[config.mk]
export PLATFORM = sky130hd
export DESIGN_NAME = crc32_msb_first_byte_stream_core
export DESIGN_NICKNAME = d
export VERILOG_FILES = /design/src/hdl/crc32m_pkg.sv /design/src/hdl/crc32m_step.sv /design/src/hdl/crc32m_out_reg.sv /design/src/hdl/crc32_msb_first_byte_stream_core.sv
export VERILOG_INCLUDE_DIRS = /design/src /design/src/hdl
export SDC_FILE = /design/constraint.sdc
export NUM_CORES = 1
export LEC_CHECK = 0
export BUFFER_PORTS_ARGS = -buffer_cell sky130_fd_sc_hd__buf_2
export CORE_UTILIZATION = 59
export DETAILED_ROUTE_END_ITERATION = 12
export PLACE_DENSITY = 0.85
export SYNTH_ARGS = -nofsm -noshare
export SYNTH_HDL_FRONTEND = slang
export SYNTH_HIERARCHICAL = 1
export SYNTH_SLANG_ARGS = --single-unit
[constraint.sdc]
create_clock -name aclk -period 4.4 [get_ports aclk]
set_input_delay 0.22 -clock aclk [delete_from_list [all_inputs] [get_ports aclk]]
set_output_delay 0.22 -clock aclk [all_outputs]
set_load 0.01 [all_outputs]
[src/hdl/crc32_msb_first_byte_stream_core_assert.svh]
// Assertion macros used by the CRC core top level.
`ifndef CRC32_MSB_FIRST_BYTE_STREAM_CORE_ASSERT_SVH
`define CRC32_MSB_FIRST_BYTE_STREAM_CORE_ASSERT_SVH

// Same-cycle implication, checked outside reset.
`define CRC32M_ASSERT_NOW(label, clk, rstn, ante, cons) \
    label: assert property (@(posedge clk) disable iff (!(rstn)) (ante) |-> (cons)) \
        else $error("crc32m assertion failed");

// Next-cycle implication, checked outside reset.
`define CRC32M_ASSERT_NEXT(label, clk, rstn, ante, cons) \
    label: assert property (@(posedge clk) disable iff (!(rstn)) (ante) |=> (cons)) \
        else $error("crc32m assertion failed");

`endif

[src/hdl/crc32m_pkg.sv]
// Types and constants of the CRC core.
package crc32m_pkg;

    localparam int CRC_W  = 32;
    localparam int BYTE_W = 8;

    typedef logic [CRC_W-1:0]  crc_t;
    typedef logic [BYTE_W-1:0] byte_t;

    localparam crc_t POLY_RESET = 32'h04C1_1DB7;
    localparam crc_t CRC_ZERO   = '0;

    // Register indexes on the configuration port.
    localparam logic REG_POLYNOMIAL = 1'b0;

    typedef struct packed {
        logic valid;
        logic free;
    } out_status_t;

endpackage

[src/hdl/crc32m_step.sv]
// One-byte MSB-first CRC update, eight shift-xor steps.
module crc32m_step (
    input  crc32m_pkg::crc_t  crc_in,
    input  crc32m_pkg::byte_t data_in,
    input  crc32m_pkg::crc_t  poly,
    output crc32m_pkg::crc_t  crc_out
);

    always_comb begin
        crc32m_pkg::crc_t acc;
        logic             top;
        acc = crc_in ^ {data_in, {(crc32m_pkg::CRC_W - crc32m_pkg::BYTE_W){1'b0}}};
        for (int k = 0; k < crc32m_pkg::BYTE_W; k++) begin
            top = acc[crc32m_pkg::CRC_W-1];
            acc = {acc[crc32m_pkg::CRC_W-2:0], 1'b0};
            if (top) begin
                acc = acc ^ poly;
            end
        end
        crc_out = acc;
    end

endmodule

[src/hdl/crc32m_out_reg.sv]
// Result register driving the output channel.
module crc32m_out_reg (
    input  logic                    aclk,
    input  logic                    aresetn,
    input  logic                    load,
    input  crc32m_pkg::crc_t        crc_in,
    input  logic                    m_ready,
    output crc32m_pkg::crc_t        m_crc_value,
    output crc32m_pkg::out_status_t status
);

    logic             valid_reg;
    logic             valid_next;
    crc32m_pkg::crc_t crc_reg;

    always_comb begin
        valid_next = valid_reg;
        if (valid_reg && m_ready) begin
            valid_next = 1'b0;
        end
        if (load) begin
            valid_next = 1'b1;
        end
    end

    always_ff @(posedge aclk) begin
        if (!aresetn) begin
            valid_reg <= 1'b0;
        end else begin
            valid_reg <= valid_next;
        end
    end

    // Payload: load only, no reset needed.
    always_ff @(posedge aclk) begin
        if (load) begin
            crc_reg <= crc_in;
        end
    end

    assign m_crc_value  = crc_reg;
    assign status.valid = valid_reg;
    assign status.free  = !valid_reg || m_ready;

endmodule

[src/hdl/crc32_msb_first_byte_stream_core.sv]
// Top level of the MSB-first byte-stream CRC-32 core.
//
// Usage:
//   Input channel s_valid/s_ready carries one message byte per item
//   (s_data_byte) with s_last_byte marking the final byte of a message.
//   Output channel m_valid/m_ready carries one item per message: the
//   32-bit CRC (m_crc_value), non-reflected, zero seed, no final XOR.
//   The polynomial sits at byte address 0 of the APB port (reset value
//   0x04C11DB7); write it only while the core is idle.
// Timing:
//   An accepted byte lands in the input register, and from there it is
//   absorbed into the running CRC by eight unrolled shift-xor steps. The
//   CRC of a message passes through the result register to m_valid. One
//   byte per cycle is sustained unless a last byte waits on a full result
//   slot; the byte update loop on the running CRC register sets that rate.
// Reset (aresetn low, synchronous): running CRC clears to zero, both
//   valid flags drop, polynomial returns to its reset value.
// Stall: while a result waits, bytes not marked last keep flowing; a last
//   byte waits in the input register until the result register frees up,
//   and s_ready drops behind it.
module crc32_msb_first_byte_stream_core (
    input  logic        aclk,
    input  logic        aresetn,
    // Input channel
    input  logic        s_valid,
    output logic        s_ready,
    input  logic [7:0]  s_data_byte,
    input  logic        s_last_byte,
    // Output channel
    output logic        m_valid,
    input  logic        m_ready,
    output logic [31:0] m_crc_value,
    // Configuration port
    input  logic        psel,
    input  logic        penable,
    input  logic        pwrite,
    input  logic [2:0]  paddr,
    input  logic [31:0] pwdata,
    output logic [31:0] prdata,
    output logic        pready
);

`include "crc32_msb_first_byte_stream_core_assert.svh"

    // Configuration register
    crc32m_pkg::crc_t poly_reg;
    logic             cfg_write;

    assign pready    = 1'b1;
    assign cfg_write = psel && penable && pwrite && pready
                       && (paddr[2] == crc32m_pkg::REG_POLYNOMIAL);

    always_ff @(posedge aclk) begin
        if (!aresetn) begin
            poly_reg <= crc32m_pkg::POLY_RESET;
        end else if (cfg_write) begin
            poly_reg <= pwdata;
        end
    end

    assign prdata = (paddr[2] == crc32m_pkg::REG_POLYNOMIAL) ? poly_reg
                                                             : crc32m_pkg::CRC_ZERO;

    // Input register
    logic                    in_valid_reg;
    logic                    in_valid_next;
    crc32m_pkg::byte_t       in_byte_reg;
    logic                    in_last_reg;
    logic                    accept;
    logic                    fire;
    crc32m_pkg::out_status_t out_status;

    // Advance a held item unless it is a last byte facing a full result slot.
    assign fire    = in_valid_reg && (!in_last_reg || out_status.free);
    assign s_ready = !in_valid_reg || fire;
    assign accept  = s_valid && s_ready;

    always_comb begin
        in_valid_next = in_valid_reg;
        if (fire) begin
            in_valid_next = 1'b0;
        end
        if (accept) begin
            in_valid_next = 1'b1;
        end
    end

    always_ff @(posedge aclk) begin
        if (!aresetn) begin
            in_valid_reg <= 1'b0;
        end else begin
            in_valid_reg <= in_valid_next;
        end
    end

    always_ff @(posedge aclk) begin
        if (accept) begin
            in_byte_reg <= s_data_byte;
            in_last_reg <= s_last_byte;
        end
    end

    // Running CRC
    crc32m_pkg::crc_t crc_reg;
    crc32m_pkg::crc_t crc_next;
    crc32m_pkg::crc_t crc_step;

    crc32m_step u_step (
        .crc_in  (crc_reg),
        .data_in (in_byte_reg),
        .poly    (poly_reg),
        .crc_out (crc_step)
    );

    // Drop back to zero after the last byte of a message.
    always_comb begin
        crc_next = crc_reg;
        if (fire) begin
            crc_next = in_last_reg ? crc32m_pkg::CRC_ZERO : crc_step;
        end
    end

    always_ff @(posedge aclk) begin
        if (!aresetn) begin
            crc_reg <= crc32m_pkg::CRC_ZERO;
        end else begin
            crc_reg <= crc_next;
        end
    end

    // Result register
    crc32m_out_reg u_out (
        .aclk        (aclk),
        .aresetn     (aresetn),
        .load        (fire && in_last_reg),
        .crc_in      (crc_step),
        .m_ready     (m_ready),
        .m_crc_value (m_crc_value),
        .status      (out_status)
    );

    assign m_valid = out_status.valid;

    // Checks
    `CRC32M_ASSERT_NEXT(a_clear_after_last, aclk, aresetn,
        fire && in_last_reg, crc_reg == crc32m_pkg::CRC_ZERO)
    `CRC32M_ASSERT_NEXT(a_result_value, aclk, aresetn,
        fire && in_last_reg, m_valid && (m_crc_value == $past(crc_step)))
    `CRC32M_ASSERT_NEXT(a_hold_stalled_item, aclk, aresetn,
        in_valid_reg && !fire, in_valid_reg && $stable(in_byte_reg) && $stable(in_last_reg))

endmodule
======== Yosys cells after proc, flatten, opt, wreduce, memory -nomap -nowiden ========
Cells that the tools add are included.
W data, S select, Z words.
cells by class
  multiplexer cells ....................... 14
  bitwise gates (word level) .............. 10
  reduce and logical (&&, ||, !) cells .... 15
operator list
  operator             number
  $mux W32             10
  $xor A32 B32 Y32     9
  $logic_and A1 B1 Y1  7
  $mux W1              4
  $reduce_bool A2 Y1   2
  $logic_not A1 Y1     3
  $logic_or A1 B1 Y1   3
  $not A1 Y1           1
storage, ports and cells
  register bits ........................... 107
  input port bits ......................... 51
  logic and storage cells ................. 46

======== Longest topological paths before layout ========
  depth in word-level cells ............... 18
  depth in mapped cells ................... 16

======== Hierarchy ========
The synthesis kept the hierarchy.
modules (own cells, without submodules)
  module                            times used  cells each  area an instance (sq um)
  crc32m_step                       1           599         4335.4
  crc32_msb_first_byte_stream_core  1           269         2741.4
  crc32m_out_reg                    1           37          1017.2

======== Worst setup path after synthesis ========
Ideal clock, no wire load.
  path kind ............................... flip-flop to flip-flop
  start ................................... register in_byte_reg[7]
  end ..................................... register crc_reg[29]
  library setup time ...................... 0.117 ns
  arrival time ............................ 3.824 ns
  data required time ...................... 4.283 ns
  setup slack ............................. 0.459 ns
  stages on the path, launching flop included .. 16
  path buffers ............................ 3
  cells stage by stage .................... edfxtp_1 xor2_2 xnor2_1 mux2i_1 a211oi_1 or3_1 buf_2 and3_4 o221a_1 or3_1 buf_2 buf_6 and3_1 xnor3_1 xnor2_1 a22o_1
on the way
  cells in the longest elaborated chain, start to end .. 17
ends and longest elaborated chain
  item                    line                                     text
  start, declared         crc32_msb_first_byte_stream_core.sv:67   crc32m_pkg::byte_t in_byte_reg;
  start signal, assigned  crc32_msb_first_byte_stream_core.sv:98   in_byte_reg <= s_data_byte;
  $xor A32 B32 Y32 (*)    crc32m_step.sv:12                        acc = crc_in ^ {data_in, {(crc32m_pkg::CRC_W - crc32m_pkg::BYTE_W){1'b0}}};
  $mux W32 (*)            crc32m_step.sv:16                        if (top) begin
  $xor A32 B32 Y32        crc32m_step.sv:17                        acc = acc ^ poly;
  $mux W32 (*)            crc32m_step.sv:16
  $xor A32 B32 Y32        crc32m_step.sv:17
  $mux W32 (*)            crc32m_step.sv:16
  $xor A32 B32 Y32        crc32m_step.sv:17
  $mux W32 (*)            crc32m_step.sv:16
  [2 not listed]          -
  $xor A32 B32 Y32        crc32m_step.sv:17
  $mux W32 (*)            crc32m_step.sv:16
  $xor A32 B32 Y32        crc32m_step.sv:17
  $mux W32 (*)            crc32m_step.sv:16
  $xor A32 B32 Y32        crc32m_step.sv:17
  $mux W32 (*)            crc32m_step.sv:16
  via crc_step[29]        crc32_msb_first_byte_stream_core.sv:106  crc32m_pkg::crc_t crc_step;
  $mux W32 (*)            crc32_msb_first_byte_stream_core.sv:119  crc_next = in_last_reg ? crc32m_pkg::CRC_ZERO : crc_step;
  end signal, assigned    crc32_msb_first_byte_stream_core.sv:125  crc_reg <= crc32m_pkg::CRC_ZERO;
  end signal, assigned    crc32_msb_first_byte_stream_core.sv:127  crc_reg <= crc_next;
  end, declared           crc32_msb_first_byte_stream_core.sv:104  crc32m_pkg::crc_t crc_reg;
Mark *: on every way through the listed nets, which the timed path passes. The rest lies on a longest branch.
A chain may end at the register's enable or synchronous reset.

======== Final worst setup path ========
  start ................................... register in_byte_reg[7]
  end ..................................... register crc_reg[31]
The elaborated chain is that of the path after synthesis.

==> results.sh <==
export IMPL_ys_warn_count=6
export IMPL_crit_fanout=28
export IMPL_drive_above_1_share_pct=18.0
export IMPL_ys_flop_type="dfxtp_1"
export IMPL_avgSynthCellArea_sq_um=8.94
export IMPL_grt_start_max_net_pins=55
export IMPL_min_delay_path_depth=1
export IMPL_drv_slew=0
export IMPL_r2r_end="crc_reg[31]"
export IMPL_criticalPathCategory="reg -> reg"
export IMPL_rsz0062_at_grt="false"
export IMPL_multiInputGateArea_sq_um=5240
export IMPL_cts_sinks=107
export IMPL_regArea_sq_um=2550
export IMPL_yosys_area_top_type="xnor2_1"
export IMPL_synth_cell_types=61
export IMPL_power_density_nw_per_um2=448
export IMPL_synth_area_mux_share_pct=0.866
export IMPL_hold_class="in -> reg"
export IMPL_synth_nets=956
export IMPL_fp_coreArea_sq_um=13300
export IMPL_skew_ns=0.0121
export IMPL_nFillCells=993
export IMPL_die_h_microns=119
export IMPL_postCtsSetupBuffers=0
export IMPL_cts_root_buf="clkbuf_16"
export IMPL_synth_top_family_by_area="XOR/XNOR gates"
export IMPL_ctsHoldBuffers=0
export IMPL_cts_made_buffers=9
export IMPL_fin_crit_ns=4.32
export IMPL_overflow=0
export IMPL_placed_cells=1158
export IMPL_finalSetupTns_ns=0
export IMPL_synth_seq_area_share_pct=31.5
export IMPL_period_share_pct=98.3
export IMPL_wl_mm=20.9
export IMPL_timing_rr_start="in_byte_reg[7]"
export IMPL_vias_per_cell=5.87
export IMPL_clkPwrFrac_pct=19.4
export IMPL_crit_required_ns=4.66
export IMPL_worst_path_max_delay_cell="edfxtp_1"
export IMPL_reg2reg_depth=14
export IMPL_die_area_sq_um=14200
export IMPL_routed_via_count=6899
export IMPL_clk_pin_slew_ns=0.07
export IMPL_finish_utilization_pct=68.6
export IMPL_ys_async_sr_fraction_pct=0
export IMPL_syn_area_sq_um=8090
export IMPL_outcome="finished clean"
export IMPL_drc_errors=0
export IMPL_cts_tree="built"
export IMPL_first_pass_iters=6
export IMPL_power_frac_seq_pct=31.0
export IMPL_clkLatencyLatePin_ns=0.37
export IMPL_first_iter_violations=651
export IMPL_synth_fa_ha_area_share_pct=0
export IMPL_p_comb_share_pct=49.5
export IMPL_ys_seq_elements=107
export IMPL_drv_cap=0
export IMPL_r2r_slack_ns=0.08
export IMPL_wl_per_cell_microns=17.8
export IMPL_switchingPower_mw=1.49
export IMPL_worstHoldStart="s_data_byte[4]"
export IMPL_holdWs_ns=0.0264
export IMPL_num_io_pins=118
export IMPL_ys_top_cells_by_area="xnor2_1 (17%), dfxtp_1 (16%), edfxtp_1 (15%)"
export IMPL_antenna_found_initial=0
export IMPL_synth_top_cell_area_share_pct=16.7
export IMPL_internal_power_mw=2.60
export IMPL_pre_cts_slack_ns=-0.0406
export IMPL_insertedDiodeCount=0
export IMPL_cp_end_kind="register"
export IMPL_worstMarginPinSlew_ns=1.08
export IMPL_path_cells="xor2_2 -> buf_4 -> and3_1 -> or2_2 -> o311ai_0 -> a31oi_1 -> xnor2_1 -> mux2i_2 -> or3_1 -> buf_12 -> and2_1 -> nand2_1 -> xnor3_1 -> a22o_1"
export IMPL_gr_usage_all_layers_pct=29.8
export IMPL_cts_max_path_buffers=2
export IMPL_setup_viol=0
export IMPL_synth_compound_area_share_pct=7.53
export IMPL_areaGrowthSynthToFinish_pct=12.7
export IMPL_initial_utilization_pct=60.9
export IMPL_slowest_delay_ns=0.51
export IMPL_leakage_nw=4.09
export IMPL_ir_worst_vdd_mv=0.246
export IMPL_max_freq_ghz=0.231
export IMPL_first_global_vias=6467
export IMPL_dpl_hpwl_mm=13.6
export IMPL_setup_slack_ns=0.0764
export IMPL_ant_nets=0
export IMPL_htreeDepth=3
export IMPL_syn_inst=905
export IMPL_switching_share_pct=36.4
export IMPL_whs_endpoint="in_byte_reg[4]"
export IMPL_critPathArrivalTime_ns=4.58
export IMPL_placementRows=42
export IMPL_yosys_area_share_simple_pct=25.2
export IMPL_hold_viol=0
export IMPL_globalplace_congestion=0.899
export IMPL_slew_headroom_pct=27.5
export IMPL_critPathLaunchType="register"
export IMPL_fin_nets=1045
export IMPL_finalNonFillerCells=1175
export IMPL_synth_edff_count=41
export IMPL_synth_xor_xnor_area_share_pct=29.9
export IMPL_portBuffers=114
export IMPL_die_w_microns=119
export IMPL_grt_pass1_wl_mm=33.2
## power by group through the flow
stage	clock (mW)	sequential (mW)	combinational (mW)
floorplan	0	1.29	1.53
global placement	0	1.29	1.90
detailed placement	0	1.29	1.94
CTS	0.806	1.27	1.97
global route	0.845	1.28	2.14
finish	0.795	1.27	2.03
## critical path, delay by kind of cell (launching register included)
family	cells	cell delay [ns]
muxes	1	0.44
xor gates and xnor gates	3	0.93
buffers and inverters	2	0.36
and+or+nand+nor	5	1.09
DFF	1	0.51
AOI/OAI and AO/OA	3	0.88
## worst max path at each step
stage | from | to | slack [ns] | depth (start not counted)
6_report | in_byte_reg[7] | crc_reg[31] | 0.08 | 14
5_1_grt | in_byte_reg[7] | crc_reg[16] | 0.0009 | 14
2_1_floorplan | in_byte_reg[7] | crc_reg[29] | 0.46 | 15
3_5_place_dp | in_byte_reg[7] | crc_reg[22] | -0.04 | 13
4_1_cts | in_byte_reg[7] | crc_reg[22] | 0.17 | 13
3_3_place_gp | in_byte_reg[7] | crc_reg[15] | 0.13 | 13
## metrics by stage
stage,power [mW],cell area [sq um]
6_report,4.09,9130
5_1_grt,4.26,9130
4_1_cts,4.04,9060
3_5_place_dp,3.23,8770
3_3_place_gp,3.19,8770
2_1_floorplan,2.82,8090
## placed cells by master (no fill, tap or decap), types with 4 or more instances in the layout
master / n
a21oi_1: 6
mux2i_1: 6
nand3_1: 54
inv_1: 6
xnor3_1: 31
a22o_1: 32
nor2b_1: 32
o21ai_0: 10
nand2_1: 230
and3_1: 31
and2_1: 5
nand3b_1: 4
buf_4: 29
edfxtp_1: 41
clkbuf_16: 9
or3_1: 5
xnor2_1: 152
nor2_1: 9
dfxtp_1: 66
buf_2: 114
and3b_1: 27
xor2_1: 30
## layer usage
metal  track usage, %  wire length, microns
met2             49.9                 10300
met5                0                     0
met3             4.07                  1660
met1             39.3                  8450
met4             10.9                   533
## synthesized netlist by cell type (3+ instances only)
cell      number
a21oi_1        6
a22o_1        32
and2_1         5
and3_1        31
and3b_1       27
buf_1          6
buf_2         12
buf_4          5
buf_6          7
buf_8          3
clkbuf_1      34
dfxtp_1       66
edfxtp_1      41
inv_1          6
mux2i_1        7
nand2_1      230
nand3_1       54
nand3b_1       4
nor2_1         9
nor2b_1       32
nor3_1         3
o211ai_1       3
o21ai_0       10
o21ai_1        3
or2_2          3
or3_1          5
xnor2_1      154
xnor3_1       31
xor2_1        32
## area by class of cell
type	count	area share [%]
timing repair buffer	144	8.86
sequential	107	28.0
tap	176	2.41
inverter	6	0.247
clock inverter	7	0.672
multi-input combinational	726	57.4
clock buffer	9	2.47
## repair_timing
| item | 4_1_cts | 5_1_grt |
|---|---|---|
| endpoints found under the setup margin | 11 | 35 |
| cloned | 0 | 1 |
| gates resized for setup | 1 | 8 |
| pin swaps | 0 | 1 |
## cells by family after synthesis
kind of cell,count (synthesis)
multiplexers,7
other,1
flip-flops,107
AO/OA/AOI/OAI,78
buffers and inverters,73
XOR/XNOR,222
AND/OR/NAND/NOR,417
(Power assumes the default switching activity.)
